--- src/design/rttwdp_ring.sv ---
`timescale 1ns / 1ps
// ---------------------------------------------------------------------------
// rttwdp_ring
// Sample ring memory with one write port and one registered read port.
// ---------------------------------------------------------------------------
module rttwdp_ring #(
    parameter int DEPTH = 64,
    parameter int AW    = 6
) (
    input  logic          clk,
    input  logic          wr_en,
    input  logic [AW-1:0] wr_addr,
    input  logic [15:0]   wr_data,
    input  logic          rd_en,
    input  logic [AW-1:0] rd_addr,
    output logic [15:0]   rd_data
);

    logic [15:0] mem [DEPTH];
    logic [15:0] rd_data_reg;

    always_ff @(posedge clk)
    begin
        if (wr_en)
        begin
            mem[wr_addr] <= wr_data;
        end
        if (rd_en)
        begin
            rd_data_reg <= mem[rd_addr];
        end
    end

    assign rd_data = rd_data_reg;

endmodule

--- config.mk ---
export PLATFORM = sky130hd
export DESIGN_NAME = rttwdp_ring
export DESIGN_NICKNAME = d
export VERILOG_FILES = /design/src/design/rttwdp_ring.sv
export SDC_FILE = /design/constraint.sdc
export NUM_CORES = 1
export LEC_CHECK = 0
export ABC_AREA = 0
export BUFFER_PORTS_ARGS = -buffer_cell sky130_fd_sc_hd__buf_2
export CORE_AREA = 2 2 271 273
export DETAILED_ROUTE_END_ITERATION = 16
export DIE_AREA = 0 0 273 275
export PLACE_DENSITY = 0.75
export SYNTH_ARGS = -nofsm -noshare
export SYNTH_HDL_FRONTEND = slang
export SYNTH_SLANG_ARGS = --single-unit
--- constraint.sdc ---
create_clock -name clk -period 2.5 [get_ports clk]
set_input_delay 0.5 -clock clk [delete_from_list [all_inputs] [get_ports clk]]
set_output_delay 0.5 -clock clk [all_outputs]
set_load 0.1 [all_outputs]
* Word level (Yosys, flattened, before mapping) *
Memory sizes are Yosys's and may differ from the RTL's. A register that Yosys moved wholly into a read port is not among the register bits.
Cells that the tools add are included.

operators by class
  muxes and demuxes = 2

operators by type and width
  operator           number
  1-bit two-way mux  2

word-level totals
  register bits after elaboration = 0
  bits in writable memories = 1,024
  output and inout bits = 16
  word-level logic and storage cells = 3
  memories = 1

memory list
  memory  words  bits a word  read ports  clocked after Yosys merged registers in  wr ports  line  source
  mem     64     16           1           1                                        1         19    logic [15:0] mem [DEPTH];

* Logic depth before layout (Yosys ltp) *
  word-level depth = 2
  depth in mapped cells = 10
  mapped depth without buffers = 5

* Least setup slack after synthesis *
No wires, ideal clock.

  kind = input to register
  start point = input wr_addr[3]
  end point = memory mem[48][0] (enable)
  setup time = 0.409 ns
  data arrival time = 2.126 ns
  required time = 2.091 ns
  slack = -0.035 ns
  cell stages on the path = 4
  path buffers = 1
  cell sequence = clkbuf_1 -> nor2b_1 -> nand4b_1 -> nor3_1

RTL lines
  element          line  source
  start, declared  12    input logic [AW-1:0] wr_addr,
  end, declared    19

Straight into the memory's write port.

==> impl_metrics.py <==
metrics = {
    "pwr": {
        "internal-power_mw": 28.60,
        "ir_drop_mv": 0.6720,
        "p_sw_share_pct": 20.97,
        "clock_power_share_pct": 40.2,
        "seqPwrFrac_pct": 53.6,
        "p_leak_nw": 15.14,
        "switchingPower_mw": 7.588,
        "combPwrFrac_pct": 6.2,
        "powerDensity_mw_per_mm2": 775.3,
    },
    "logic_synthesis": {
        "ys_ff_latch": 1040,
        "synth-seq-area-share_pct": 77.68,
        "syn_nets": 1860,
        "synth_area_mm2": 0.04020,
        "synth_cells": 1829,
        "ys_warn_count": 0,
        "synth_area_per_cell_um2": 21.98,
        "ys_types": 42,
    },
    "sta": {
        "rsz0062_at_grt": "false",
        "final_max_slew_viol_count": 0,
        "max_slew_margin_pct": 20.80,
        "period_share_pct": 94.65,
        "fmax_ghz": 0.4226,
        "hold_viol_final": 0,
        "period_needed_ns": 2.366,
        "finClkSkew_ns": 0.03916,
        "worstMarginPinSlew_ns": 1.176,
        "setup_viol": 0,
        "tns_ns": 0,
    },
    "die": {
        "coreArea_mm2": 0.07234,
        "die_h_um": 275,
        "initial_core_util_pct": 55.57,
        "die-area_mm2": 0.07508,
        "row_count": 99,
        "io_pins": 47,
        "die_w_um": 273,
    },
    "drt": {
        "detail_route.drc_violations": 0,
        "drt-vias-per-instance": 6.423,
        "vias": 20266,
        "wirelength_um": 96700,
        "wire_per_inst_um": 30.65,
        "antenna_left": 0,
        "firstDrtPassIters": 5,
        "drtIter0Drc": 2714,
    },
    "cells_and_area": {
        "final_net_count": 2152,
        "syn2layout_area_growth_pct": 16.10,
        "fin_cells": 3155,
        "drive_gt1_share_pct": 31.14,
        "largest_reg_flops": 1024,
    },
    "clocking": {
        "clk_pin_slew_ns": 0.06,
        "cts_buffers": 98,
        "clockRootBuffer": "clkbuf_16",
        "cts_setup_buffers": 0,
        "postCtsHoldBufs": 0,
        "htreeDepth": 3,
        "post_cts_resized": 0,
        "clk_latency_ns": 0.67,
        "cts_tree": "done",
        "cts_buffer_depth": 3,
        "cts_sinks": 1040,
    },
    "critical_path": {
        "required_ns": 2.89,
        "rrSetupSlack_ns": 0.22,
        "crit_type": "in -> reg",
        "rr_endpoint": "rd_data[5]$_DFFE_PP_",
        "arrival_ns": 2.76,
        "critPathMaxFanout": 20,
        "crit_path_end_kind": "register",
        "r2r_cells": 5,
        "critPathLaunchType": "primary input",
        "rr_startpoint": "mem[30][5]$_DFFE_PP_",
    },
    "grt": {
        "grt_antenna_before_repair": 13,
        "grt_pass1_vias": 20333,
        "grt_overflow_total": 0,
        "grt_pass1_wl_um": 140900,
        "grt_max_degree": 65,
        "track_usage_pct": 26.36,
    },
    "hold_path": {
        "min_path_type": "in -> reg",
        "hold_depth": 1,
        "holdPathEnd": "mem[46][12]$_DFFE_PP_",
        "hold_start": "wr_data[12]",
    },
    "run_status": {
        "status": "complete, no violations",
    },
    "placed_design": {
        "dp_hpwl_um": 60990,
        "gp_congestion": 0.8711,
        "port_buffers": 46,
        "place_inst": 2980,
    },
    "flow_run": {
        "maxCapViolCount": 0,
    },
}
==> power groups by stage <==
stage	combinational [mW]	clock [mW]	sequential, mW
floorplan	1.00	0	19.9
global placement	2.16	0	19.8
detailed placement	2.20	0	19.8
CTS	2.22	14.7	19.4
global route	2.33	15.4	19.4
finish	2.23	14.6	19.4
==> through the flow <==
| step | util [%] | setup WS [ns] | total power, mW | area [um2] | hold WS (ns) |
|---|---|---|---|---|---|
| after detailed placement | 60.20 | -0.5180 | 21.96 | 43550 | 0.9349 |
| after CTS | 64.51 | 0.1642 | 36.33 | 46670 | 0.2592 |
| final | 64.52 | 0.1338 | 36.18 | 46670 | 0.2831 |
| after floorplan | - | 0.04220 | 20.92 | 40210 | 0.5989 |
| after global routing | 64.51 | 0.08294 | 37.08 | 46670 | 0.2929 |
| after global placement | 60.20 | -0.5040 | 21.91 | 43550 | 0.9101 |
==> synthesized netlist by cell type (all sizes together) <==
| cell | n | area, um2 |
|---|---|---|
| nand3 | 24 | 120.1 |
| nand4b | 1 | 8.760 |
| and4 | 5 | 43.79 |
| buf | 77 | 625.6 |
| a21oi | 17 | 85.08 |
| mux2 | 27 | 304.0 |
| a22o | 6 | 52.55 |
| nand4 | 12 | 75.07 |
| a211o | 8 | 70.07 |
| nand3b | 2 | 15.01 |
| o21ai | 8 | 40.03 |
| a311oi | 8 | 70.07 |
| a31oi | 8 | 50.05 |
| and2 | 2 | 12.51 |
| a41oi | 5 | 43.79 |
| edfxtp | 1040 | 31230 |
| nand2b | 3 | 18.77 |
| nor3 | 2 | 10.01 |
| nor2 | 74 | 282.8 |
| mux2i | 85 | 850.8 |
| mux4 | 224 | 5060 |
| a211oi | 8 | 60.06 |
| nand2 | 60 | 232.7 |
| nor4 | 3 | 37.54 |
| nor2b | 30 | 187.7 |
| a221o | 6 | 60.06 |
| a221oi | 16 | 140.1 |
| or3b | 1 | 8.760 |
| or3 | 1 | 6.260 |
| clkbuf | 27 | 107.6 |
| a22oi | 39 | 292.8 |
==> how the worst max path moves through the flow <==
stage,start,endpoint,slack [ns],cells after the start
after global routing,rd_addr[0],rd_data[14]$_DFFE_PP_,0.08,9
after detailed placement,rd_addr[0],rd_data[5]$_DFFE_PP_,-0.52,7
after CTS,rd_addr[0],rd_data[5]$_DFFE_PP_,0.16,7
after floorplan,wr_addr[5],mem[39][0]$_DFFE_PP_,0.04,4
after global placement,rd_addr[0],rd_data[5]$_DFFE_PP_,-0.50,7
final,rd_addr[0],rd_data[5]$_DFFE_PP_,0.13,7
==> layout by cell type (no fill, tap or decap), types with 24 or more instances in the layout <==
master,count
edfxtp_1,1040
mux4_2,220
buf_4,191
clkbuf_16,100
mux2i_1,85
nor2_1,72
nand2_1,59
buf_12,59
buf_2,43
a22oi_1,39
nor2b_1,30
mux2_2,27
nand3_1,24
clkinv_1,24
==> final cells by class <==
type	count	area, um2
clock buffers	117	2566
diodes	3	7.507
flip-flops and latches	1040	31230
clock inverters	55	550.5
fillers	4545	25670
multi-input cells	685	8249
repair buffers	296	2870
well taps	959	1200
==> critical path, stage by stage <==
cell and delay (ns):
buf_8 0.24, buf_4 0.30, buf_4 0.22, mux4_2 0.55, nand2_1 0.11, nand4_1 0.41
and4_1 0.38
==> cell families (layout without fill, tap and decap cells) <==
group | count (synthesis) | count (layout) | share of synthesized area, %
simple gates | 220 | 220 | 2.636
other cells | 0 | 3 | 0
compound gates | 129 | 129 | 2.400
mux | 336 | 336 | 15.46
flops | 1040 | 1040 | 77.68
buf+inv | 104 | 468 | 1.824
==> per-layer routing <==
layer	GRT usage (%)	wire, um	vias up
met5	0	48	-
met4	8.355	2822	8
met3	5.673	10130	172
met2	43.20	47950	1236
met1	35.93	35750	10581
li1	-	-	8269
Note: power is estimated with default switching activity, not from simulation.
