### src/design/rttwdp_pkg.sv
`timescale 1ns / 1ps
// ---------------------------------------------------------------------------
// rttwdp_pkg
// Shared types and constants of the rtt window drop probability block.
// ---------------------------------------------------------------------------
package rttwdp_pkg;

    localparam logic [0:0] CMD_SAMPLE = 1'b0;
    localparam logic [0:0] CMD_CHECK  = 1'b1;

    localparam logic [2:0] REG_WINDOW_SIZE   = 3'd0;
    localparam logic [2:0] REG_DROP_FACTOR   = 3'd1;
    localparam logic [2:0] REG_MIN_DROP      = 3'd2;
    localparam logic [2:0] REG_SMOOTHER      = 3'd3;
    localparam logic [2:0] REG_TIMEOUT_RATIO = 3'd4;
    localparam logic [2:0] REG_INITIAL_TIMER = 3'd5;
    localparam logic [2:0] REG_INITIAL_PROP  = 3'd6;
    localparam logic [2:0] REG_STALE_LIMIT   = 3'd7;

    localparam logic [6:0]  RST_WINDOW_SIZE   = 7'd30;
    localparam logic [15:0] RST_DROP_FACTOR   = 16'd328;
    localparam logic [15:0] RST_MIN_DROP      = 16'd1;
    localparam logic [15:0] RST_SMOOTHER      = 16'd6554;
    localparam logic [15:0] RST_TIMEOUT_RATIO = 16'd512;
    localparam logic [31:0] RST_TIMER         = 32'd65536000;
    localparam logic [15:0] RST_PROP_DELAY    = 16'd65535;
    localparam logic [31:0] RST_STALE_LIMIT   = 32'd2000000;

    typedef enum logic [3:0] {
        ST_IDLE,
        ST_SCAN,
        ST_SCAN_END,
        ST_PROD,
        ST_TMUL,
        ST_TSUM,
        ST_DROP,
        ST_DIV_WAIT,
        ST_DONE
    } state_t;

    typedef struct packed {
        logic        start;
        logic [31:0] dividend;
        logic [15:0] divisor;
    } div_req_t;

    typedef struct packed {
        logic        done;
        logic [31:0] quotient;
    } div_rsp_t;

endpackage

### src/design/rttwdp_div.sv
`timescale 1ns / 1ps
// ---------------------------------------------------------------------------
// rttwdp_div
// Restoring divider, 32-bit dividend by 16-bit divisor, one bit per cycle.
// ---------------------------------------------------------------------------
module rttwdp_div (
    input  logic                clk,
    input  logic                rst_n,
    input  rttwdp_pkg::div_req_t req,
    output rttwdp_pkg::div_rsp_t rsp
);

    logic        busy_reg, busy_next;
    logic        done_reg, done_next;
    logic [5:0]  cnt_reg, cnt_next;
    logic [15:0] rem_reg, rem_next;
    logic [31:0] quo_reg, quo_next;
    logic [15:0] den_reg, den_next;
    logic [16:0] trial;
    logic        ge;

    always_ff @(posedge clk or negedge rst_n)
    begin
        if (!rst_n)
        begin
            busy_reg <= 1'b0;
            done_reg <= 1'b0;
            cnt_reg  <= '0;
        end
        else
        begin
            busy_reg <= busy_next;
            done_reg <= done_next;
            cnt_reg  <= cnt_next;
        end
    end

    always_ff @(posedge clk)
    begin
        rem_reg <= rem_next;
        quo_reg <= quo_next;
        den_reg <= den_next;
    end

    always_comb
    begin
        trial     = {rem_reg, quo_reg[31]};
        ge        = trial >= {1'b0, den_reg};
        busy_next = busy_reg;
        done_next = 1'b0;
        cnt_next  = cnt_reg;
        rem_next  = rem_reg;
        quo_next  = quo_reg;
        den_next  = den_reg;
        if (req.start)
        begin
            busy_next = 1'b1;
            cnt_next  = '0;
            rem_next  = '0;
            quo_next  = req.dividend;
            den_next  = req.divisor;
        end
        else if (busy_reg)
        begin
            rem_next = ge ? 16'(trial - {1'b0, den_reg}) : trial[15:0];
            quo_next = {quo_reg[30:0], ge};
            cnt_next = cnt_reg + 6'd1;
            if (cnt_reg == 6'd31)
            begin
                busy_next = 1'b0;
                done_next = 1'b1;
            end
        end
    end

    assign rsp.done     = done_reg;
    assign rsp.quotient = quo_reg;

endmodule

### config.mk
export PLATFORM = sky130hd
export DESIGN_NAME = rttwdp_div
export DESIGN_NICKNAME = d
export VERILOG_FILES = /design/src/design/rttwdp_pkg.sv /design/src/design/rttwdp_div.sv
export SDC_FILE = /design/constraint.sdc
export NUM_CORES = 1
export LEC_CHECK = 0
export BUFFER_PORTS_ARGS = -buffer_cell sky130_fd_sc_hd__buf_2
export CORE_MARGIN = 3
export CORE_UTILIZATION = 40
export DETAILED_ROUTE_END_ITERATION = 7
export PLACE_DENSITY = 0.59
export SLEW_MARGIN = 20
export SYNTH_ARGS = -nofsm -noshare
export SYNTH_HDL_FRONTEND = slang
export SYNTH_SLANG_ARGS = --single-unit
### constraint.sdc
create_clock -name clk -period 4.9 [get_ports clk]
set_input_delay 0.49 -clock clk [delete_from_list [all_inputs] [get_ports clk]]
set_output_delay 0.49 -clock clk [all_outputs]
set_load 0.02 [all_outputs]
# After elaboration in Yosys (flattened, before gate mapping)
# Cells that the tools add are included.
# W data, S select, Z words.
# op_classes
n_reduce_logical	1
n_eq_ne	1
magnitude_cmp	1
n_mux	11
add_sub_neg	2
# ops
operator	count
$mux W32	2
$ge A17 B16 Y1	1
$mux W16	1
$sub A16 B16 Y16	1
$mux W6	2
$add A6 B1 Y6 const B	1
$eq A6 B5 Y1 const B	1
$mux W1	6
$reduce_bool A2 Y1	1
# totals
out_inout_bits	33
input_bits	51
reg_bits	72
elab_cells	22

# Longest topological paths before layout
# Gate-level depths: netlist of the first run.
# depth
depth_word	4
ltp_mapped	10

# Worst setup path before layout of the first run
# OpenSTA, ideal clock, no wires.
# synth_path
kind	register to register
from	reg quo_reg[31]
to	reg rem_reg[10]
setup_ps	88
t_required_ps	4812
path_stages_with_launch	10
path_buffers	0
path_slack_ps	2628
arrival_time_ps	2184
period_less_slack_ps	2272
cell_sequence	edfxtp_1 > inv_1 > ha_1 > fa_1 > nand2b_1 > a21oi_1 > o31ai_1 > a211oi_1 > nand2_1 > a311oi_2
# synth_between
elab_chain_len	2
word_cells_on_any_way	3
classes_between	add/sub (1); order compare (1); mux (1)
# synth_rtl
element	line	text
start, declared	rttwdp_div.sv:17	logic [31:0] quo_reg, quo_next;
start signal, assigned	rttwdp_div.sv:41	quo_reg <= quo_next;
$sub A16 B16 Y16 / $ge A17 B16 Y1 (equally long branches)	rttwdp_div.sv:65, rttwdp_div.sv:48	
$mux W16 *	rttwdp_div.sv:65	rem_next = ge ? 16'(trial - {1'b0, den_reg}) : trial[15:0];
end signal, assigned	rttwdp_div.sv:40	rem_reg <= rem_next;
end, declared	rttwdp_div.sv:16	logic [15:0] rem_reg, rem_next;
# Mark *: on every way between the ends. The rest lies on a longest branch, timed or not.
# A chain may end at the register's enable or synchronous reset.

# Worst setup path after layout of the first run
# layout_path
from	reg den_reg[6]
to	reg rem_reg[0]
# layout_between
elab_chain_len	2
# layout_rtl
element	line	text
start, declared	rttwdp_div.sv:18	logic [15:0] den_reg, den_next;
start signal, assigned	rttwdp_div.sv:42	den_reg <= den_next;
$ge A17 B16 Y1	rttwdp_div.sv:48	ge = trial >= {1'b0, den_reg};
$mux W16	rttwdp_div.sv:65	
# No other way between the ends.

==> results of run 1 <==
## power by group
group / switching, W / internal [W]
registers: 0.0000206 / 0.000695
clock network: 0.000250 / 0.000242
logic: 0.000120 / 0.0000914
## final timing paths
kind	from	end	slack (ps)	depth (start not counted)
max in group asynchronous	rst_n	cnt_reg[1]	4210	2
worst min register to register	rem_reg[3]	rem_reg[3]	490	2
worst max-delay path	den_reg[6]	rem_reg[0]	2280	8
min in group asynchronous	rst_n	cnt_reg[2]	500	2
worst min-delay path	req[11]	den_reg[11]	310	1
worst max register to register	den_reg[6]	rem_reg[0]	2280	8
## cells by family after synthesis
| group | after synthesis | share of synthesized area, % |
|---|---|---|
| adder cells (fa/ha/maj) | 18 | 5.99 |
| XOR/XNOR | 8 | 1.80 |
| multiplexers | 38 | 10.9 |
| buffers and inverters | 39 | 4.25 |
| AO/OA/AOI/OAI | 80 | 15.3 |
| AND/OR/NAND/NOR | 88 | 11.3 |
| flip-flops | 72 | 50.5 |
## repair_timing
action	CTS	global route
hold buffers	1	0
endpoints found under the hold margin	8	0
setup endpoints to repair	0	0
## critical path: stages, from the launching register on
cell and delay (ps):
edfxtp_1 330, inv_1 40, ha_1 360, a21oi_2 290
o211ai_1 150, a311oi_2 400, a31o_2 440, mux2_4 340
a211oi_2 200
## stage by stage
| step | instances | setup slack (ps) | utilization [%] |
|---|---|---|---|
| after detailed placement | 543 | 2300 | 47.3 |
| after global placement | 543 | 2390 | 47.3 |
| after CTS | 560 | 2270 | 49.5 |
| after global routing | 560 | 2070 | 49.5 |
| after floorplan | 343 | 2630 | - |
| final | 560 | 2280 | 49.5 |
## layer usage
metal	vias up	track usage (%)	routed length (um)
li1	1450	-	-
met1	1414	22.1	4130
met2	96	25.8	3960
met3	13	5.56	554
met4	0	6.28	158
met5	-	0	0
## synthesized netlist by cell type, drive strengths merged, types with 6 or more instances
library cell and instances:
a31oi 6, ha 17, buf 8, edfxtp 48, nor2 28, inv 25, dfxtp 16, o21ai 18
nand2 23, nand2b 8, a21oi 15, dfrtp 8, clkbuf 6, mux2 33
## layout make-up
type / instances / area share, %
multi-input cells: 232 / 38.1
clock buffers: 9 / 2.68
repair buffers: 86 / 9.53
inverters: 25 / 2.03
clock inverters: 7 / 1.71
well taps: 129 / 3.49
flip-flops and latches: 72 / 42.5
==> qor.txt, run 1 <==
Routed WL: 8.79 mm
Antenna violations before repair: 0
DP HPWL: 6.15 mm
Unrepaired setup endpoints after global routing: no
Min-Delay Path Class: in -> reg
Leakage Power: 1.99 nW
Design Power: 0.00142 W
Gr usage total: 16.8%
Crit Path Class: reg -> reg
Layout Nets: 495
Final hold slack: 314 ps
Post-CTS Setup Inserts: 0
Max clock buf depth: 2
Seq/Total Area, Yosys: 50.5%
Via-to-Cell Ratio: 5.31
Synth area leader: edfxtp_1
Main area contributors after synthesis: edfxtp_1 (37%), mux2_2 (9.3%), dfxtp_1 (8.2%)
Core Rows: 35
Routed len/inst: 15.7 um
Resized cells post-CTS: 0
Area post-placement: 4410 sq um
Post-synth cell types: 61
Vias in the first global route: 3087
ANT nets after route: 0
Clk root buf: clkbuf_8
Filler cell count: 891
Number of port buffers: 83
Clock insertion delay at the later pin of the skew report: 350 ps
Seq cells post-synth: 72
Final Hold Viols: 0
Core area: 9330 sq um
Max cap viols: 0
Final Cycle Share: 53.5%
Least-Margin Pin Slew: 851 ps
Crit. End Element: flip-flop
Most used flip-flop cell after synthesis: edfxtp_1
IO Count: 84
Syn_nets: 412
Area of the multi-input gates: 1760 sq um
Vias: 2973
Commonest non-fill, non-tap cell in the layout: buf_2
CP arrival: 2890 ps
Htree depth: 3
CP required: 5170 ps
Max-slew violations: 0
Tmin final: 2620 ps
Commonest cells after routing, fill and taps aside: buf_2 (83), edfxtp_1 (48), mux2_2 (32)
Residual DRC: 0
# setup viols final: 0
Layout cell share with drive strength beyond 1: 34.3%
Clock skew: 13.6 ps
Die X: 105 um
Pwr dens: 307 nW/um^2
Number of synthesized flops with an enable pin: 48
Total grt overflow: 0
Max reg flops: 32
Synth warn: 0
TritonCTS clock tree: yes
Die area: 10900 sq um
Placer congestion estimate: 0.875
FMAX: 382 MHz
VDD IR max: 0.200 mV
Top-area cell type share of the netlist area: 37.1%
Largest net degree at the start of global routing: 35
Post-Synthesis Cells: 343
TritonCTS buffer count: 9
Setup TNS: 0 ps
Area Growth Syn to Fin: 18.9%
CP startpoint kind: flip-flop
Reg area: 1960 sq um
Sink Count: 72
# diodes: 0
Status: finished clean
Mean post-synth cell area: 11.3 sq um
1st-iter DRT viols: 127
First-pass GRT wire length: 14.9 mm
Mapped Area: 3890 sq um
Clock transition at path regs: 80 ps
Worst slew margin: 43.3%
Asr flop ratio synth: 11.1%
Starting Density: 41.7%
Die H: 105 um
1st-pass router iterations: 4
Crit-path max FO: 12
Finished Cell Area: 4620 sq um
Note: power is estimated with default switching activity, not from simulation.
==> inputs of run 2 (changes only) <==
clock period = 2.65 ns   (was 4.9 ns; I/O delays follow)
==> qor.txt, run 2 (synthesis results as in run 1) <==
FMAX: 402 MHz (+5.3%)
# diodes: 0 (unchanged)
Vias in the first global route: 3050 (-1.2%)
First-pass GRT wire length: 15.1 mm (+1.3%)
ANT nets after route: 0 (unchanged)
Final Hold Viols: 0 (unchanged)
Setup TNS: 0 ps (unchanged)
Post-CTS Setup Inserts: 0 (unchanged)
Clk root buf: clkbuf_8
CP arrival: 2770 ps (-120 ps)
Placer congestion estimate: 0.871 (-0.46%)
Reg2reg end: rem_reg[0]
TritonCTS clock tree: yes
Worst hold endpoint: den_reg[9]
TritonCTS buffer count: 9 (unchanged)
IO Count: 84 (unchanged)
Residual DRC: 0 (unchanged)
Final Cycle Share: 93.9% (+40 points)
Die X: 105 um (unchanged)
Clock insertion delay at the later pin of the skew report: 360 ps (about the same)
Resized cells post-CTS: 0 (unchanged)
CP startpoint kind: flip-flop
Area Growth Syn to Fin: 21.2%
Number of port buffers: 83 (unchanged)
1st-iter DRT viols: 168 (+32%)
Post-route setup slack: 162 ps (-2120 ps)
Max clock buf depth: 2 (unchanged)
Hold Path Cell Cnt: 1 (unchanged)
Crit Path Class: reg -> reg
Layout Nets: 504 (+1.8%)
Sink Count: 72 (unchanged)
Tmin final: 2490 ps (-133 ps)
Vias: 2991 (+0.61%)
Via-to-Cell Ratio: 5.26 (-0.99%)
Antenna violations before repair: 0 (unchanged)
Hold buffers post-CTS: 1 (unchanged)
Clock transition at path regs: 80 ps (about the same)
R2R setup slack: 160 ps (-2120 ps)
Pre-CTS WS: 186 ps (-2110 ps)
Max reg flops: 32 (unchanged)
Filler cell count: 907 (+1.8%)
Routed len/inst: 15.9 um (+1.5%)
CP required: 2930 ps (-2240 ps)
Max-slew violations: 0 (unchanged)
Least-Margin Pin Slew: 692 ps (-159 ps)
1st-pass router iterations: 4 (unchanged)
Core area: 9330 sq um (unchanged)
Crit. End Element: flip-flop
Starting Density: 41.7% (unchanged)
Design Power: 0.00268 W (+89%)
Gr usage total: 17.3% (+0.46 points)
Htree depth: 3 (unchanged)
Reg2Reg Depth: 8 (unchanged)
Unrepaired setup endpoints after global routing: no
Total grt overflow: 0 (unchanged)
DP HPWL: 6.43 mm (+4.6%)
Largest net degree at the start of global routing: 33 (-5.7%)
Worst R2R Start: den_reg[14]
Clock skew: 6.03 ps (-7.56 ps)
Hold path startpoint: req[9]
Leakage Power: 2.05 nW (+2.7%)
# setup viols final: 0 (unchanged)
Commonest cells after routing, fill and taps aside: buf_2 (83), edfxtp_1 (48), mux2_2 (32)
Die H: 105 um (unchanged)
Pwr dens: 569 nW/um^2 (+85%)
Core Rows: 35 (unchanged)
Fin util: 50.5% (+0.98 points)
Min-Delay Path Class: in -> reg
Status: finished clean
Commonest non-fill, non-tap cell in the layout: buf_2
Crit-path max FO: 8 (-4)
Layout cell share with drive strength beyond 1: 35.5% (+1.1 points)
Max cap viols: 0 (unchanged)
Finished Cell Area: 4710 sq um (+2.0%)
Die area: 10900 sq um (unchanged)
Area post-placement: 4490 sq um (+1.8%)
VDD IR max: 0.365 mV (+83%)
Routed WL: 9.07 mm (+3.1%)
Worst slew margin: 53.7% (+10 points)
-- run 2: routing by layer --
metal | share of wire (%) | GRT usage [%] | vias up
met3 | 7.3 | 6.98 | 9
met1 | 46 | 22.4 | 1421
li1 | - | - | 1464
met4 | 1.5 | 5.34 | 0
met5 | 0 | 0 | -
met2 | 46 | 26.5 | 97
-- run 2: worst max-delay path: stages (launching register included) --
cell and delay [ps]:
edfxtp_1 370, inv_1 70, ha_1 270, a21o_1 200
a211o_1 300, a31oi_1 290, a31o_2 370, mux2_4 330
a211oi_2 200
-- run 2: how the worst max path moves through the flow --
| stage | from | endpoint | slack (ps) | cells after the start |
|---|---|---|---|---|
| floorplan | quo_reg[31] | rem_reg[10] | 380 | 9 |
| global placement | den_reg[14] | rem_reg[0] | 240 | 8 |
| detailed placement | den_reg[14] | rem_reg[0] | 190 | 8 |
| CTS | den_reg[14] | rem_reg[0] | 160 | 8 |
| global route | den_reg[14] | rem_reg[0] | 60 | 8 |
| finish | den_reg[14] | rem_reg[0] | 160 | 8 |
-- run 2: final cells by class --
cell class	instances	area, sq um	area share (%)
Inverter	25	93.8	1.99
Clock inverter	5	82.6	1.75
Multi-Input combinational cell	232	1760	37.4
Sequential cell	72	1960	41.6
Clock buffer	11	131	2.79
Timing Repair Buffer	95	520	11.0
Tap cell	129	161	3.43
-- run 2: stage by stage --
step | cells | hold slack, ps
after floorplan | 343 | -30.6
after global placement | 552 | 121
after detailed placement | 552 | 121
after CTS | 569 | 56.1
after global routing | 569 | 49.9
final | 569 | 79.6
-- run 2: report_power, final --
part | leakage, nW | total, W | switching (W) | internal, W
clock | 0.107 | 0.000959 | 0.000427 | 0.000533
sequential | 0.731 | 0.00132 | 0.0000374 | 0.00129
combinational | 1.21 | 0.000398 | 0.000224 | 0.000173
==> inputs of run 3 (changes only) <==
CAP_MARGIN = 40   (was unset)
clock period = 2.3 ns   (was 2.65 ns; I/O delays follow)
==> qor.txt, run 3 (synthesis results as in run 1) <==
CP startpoint kind: flip-flop
Antenna violations before repair: 0 (unchanged)
Die H: 105 um (unchanged)
P_sw: 0.000825 W (+20%)
Least-Margin Pin Slew: 495 ps (-197 ps)
Crit-path max FO: 3 (-5)
First-pass GRT wire length: 15.4 mm (+2.3%)
Max clock buf depth: 2 (unchanged)
Non-filler cells, final: 594 (+4.4%)
# setup viols final: 0 (unchanged)
Seq pwr share: 50.1% (+0.7 points)
1st-pass router iterations: 4 (unchanged)
Placer congestion estimate: 0.858 (-1.5%)
TritonCTS buffer count: 9 (unchanged)
Number of port buffers: 83 (unchanged)
Pwr dens: 603 nW/um^2 (+6.0%)
Hold Path Cell Cnt: 1 (unchanged)
1st-iter DRT viols: 152 (-9.5%)
Reg2reg end: rem_reg[12]
Status: finished clean
Crit. End Element: flip-flop
Min-Delay Path Class: in -> reg
DP HPWL: 6.90 mm (+7.2%)
ANT nets after route: 0 (unchanged)
Worst hold endpoint: den_reg[1]
Clock skew: 9.86 ps (+3.83 ps)
Sw Share: 27.0% (+1.4 points)
Core Rows: 35 (unchanged)
VDD IR max: 0.356 mV (-2.3%)
Commonest cells after routing, fill and taps aside: buf_2 (83), edfxtp_1 (48), mux2_2 (32)
Worst path bufs/invs: 1 (unchanged)
Combinational power share: 17.1% (+2.3 points)
Layout Nets: 529 (+5.0%)
Vias: 3115 (+4.1%)
TritonCTS clock tree: yes
Reg2Reg Depth: 9 (+1)
Starting Density: 41.7% (unchanged)
Via-to-Cell Ratio: 5.24 (-0.24%)
Crit Path Class: reg -> reg
Unrepaired setup endpoints after global routing: yes
Final Hold Viols: 0 (unchanged)
Largest net degree at the start of global routing: 49 (+48%)
Crit-path cells: inv_2 -> ha_4 -> fa_2 -> nand2b_4 -> a21oi_4 -> o31a_1 -> or4_1 -> a31o_2 -> o21ai_1
Commonest non-fill, non-tap cell in the layout: buf_2
CP arrival: 2520 ps (-250 ps)
FMAX: 446 MHz (+11%)
CP max stage delay: 480 ps (+110 ps)
Tmin final: 2240 ps (-245 ps)
Clock transition at path regs: 80 ps (about the same)
Total grt overflow: 0 (unchanged)
Final Cycle Share: 97.5% (+3.6 points)
Pre-CTS WS: -86.8 ps (-273 ps)
Clock insertion delay at the later pin of the skew report: 350 ps (about the same)
Dpl cells: 573 (+3.8%)
Clk root buf: clkbuf_8
Sink Count: 72 (unchanged)
Internal power: 0.00223 W (+12%)
Area Growth Syn to Fin: 30.1%
Die area: 10900 sq um (unchanged)
Residual DRC: 0 (unchanged)
IO Count: 84 (unchanged)
R2R setup slack: 60 ps (-110 ps)
Leakage Power: 2.19 nW (+6.9%)
Die X: 105 um (unchanged)
CP top delay family: compound AO/OA/AOI/OAI gates
Max-slew violations: 0 (unchanged)
Post-route setup slack: 57.4 ps (-105 ps)
Routed len/inst: 16.0 um (+0.50%)
Worst R2R Start: quo_reg[31]
Layout cell share with drive strength beyond 1: 43.9% (+8.4 points)
CP required: 2580 ps (-350 ps)
Vias in the first global route: 3177 (+4.2%)
Htree depth: 3 (unchanged)
Routed WL: 9.52 mm (+4.9%)
Slowest CP cell: or4_1
Max cap viols: 0 (unchanged)
Core area: 9330 sq um (unchanged)
# diodes: 0 (unchanged)
Gr usage total: 17.6% (+0.31 points)
Max reg flops: 32 (unchanged)
Worst slew margin: 66.7% (+13 points)
Clock power share: 32.8% (-3.0 points)
Hold path startpoint: req[1]
## run 3: worst max path at each step
stage | startpoint | endpoint | slack [ps] | cells past startpoint
2_1_floorplan | quo_reg[31] | rem_reg[10] | 30 | 9
3_3_place_gp | quo_reg[31] | rem_reg[14] | 20 | 9
3_5_place_dp | quo_reg[31] | rem_reg[14] | -90 | 9
4_1_cts | den_reg[11] | rem_reg[0] | 20 | 8
5_1_grt | quo_reg[31] | rem_reg[12] | -40 | 9
6_report | quo_reg[31] | rem_reg[12] | 60 | 9
## run 3: layer usage
layer	global-route usage [%]	up-vias	wire, um
met1	23.2	1472	4320
met2	26.8	111	4340
met5	0	-	0
met4	7.03	0	168
li1	-	1516	-
met3	5.68	16	682
## run 3: cell type report
type | instances | area [sq um]
clock buffer | 9 | 124
fill | 841 | 4270
timing repair buffer | 120 | 736
sequential | 72 | 1960
inverter | 25 | 93.8
multi-input combinational | 232 | 1910
tap | 129 | 161
clock inverter | 7 | 70.1
## run 3: power groups by stage
stage	logic (W)	registers, W	clock network, W
4_1_cts	0.000499	0.00153	0.00104
3_5_place_dp	0.000481	0.00155	0
2_1_floorplan	0.000222	0.00162	0
6_report	0.000522	0.00153	0.00100
5_1_grt	0.000570	0.00154	0.00111
3_3_place_gp	0.000476	0.00155	0
## run 3: timing repair
| item | 4_1_cts | 5_1_grt |
|---|---|---|
| gates cloned | 0 | 0 |
| endpoints found under the hold margin | 8 | 0 |
| setup buffers | 1 | 3 |
| gates resized for setup | 6 | 27 |
| hold buffers | 1 | 0 |
| pin swaps | 3 | 11 |
| setup endpoints to repair | 5 | 15 |
## run 3: stage by stage
stage	total power [W]	cell area, sq um	hold WS [ps]	utilization (%)	TNS, ps
final	0.00305	5060	52.6	54.2	0
after global routing	0.00322	5060	22.4	54.2	-54.5
after CTS	0.00306	4910	37.2	52.6	0
after detailed placement	0.00203	4660	84.1	49.9	-149
after global placement	0.00203	4660	82.2	49.9	0
after floorplan	0.00184	3890	-65.6	-	0
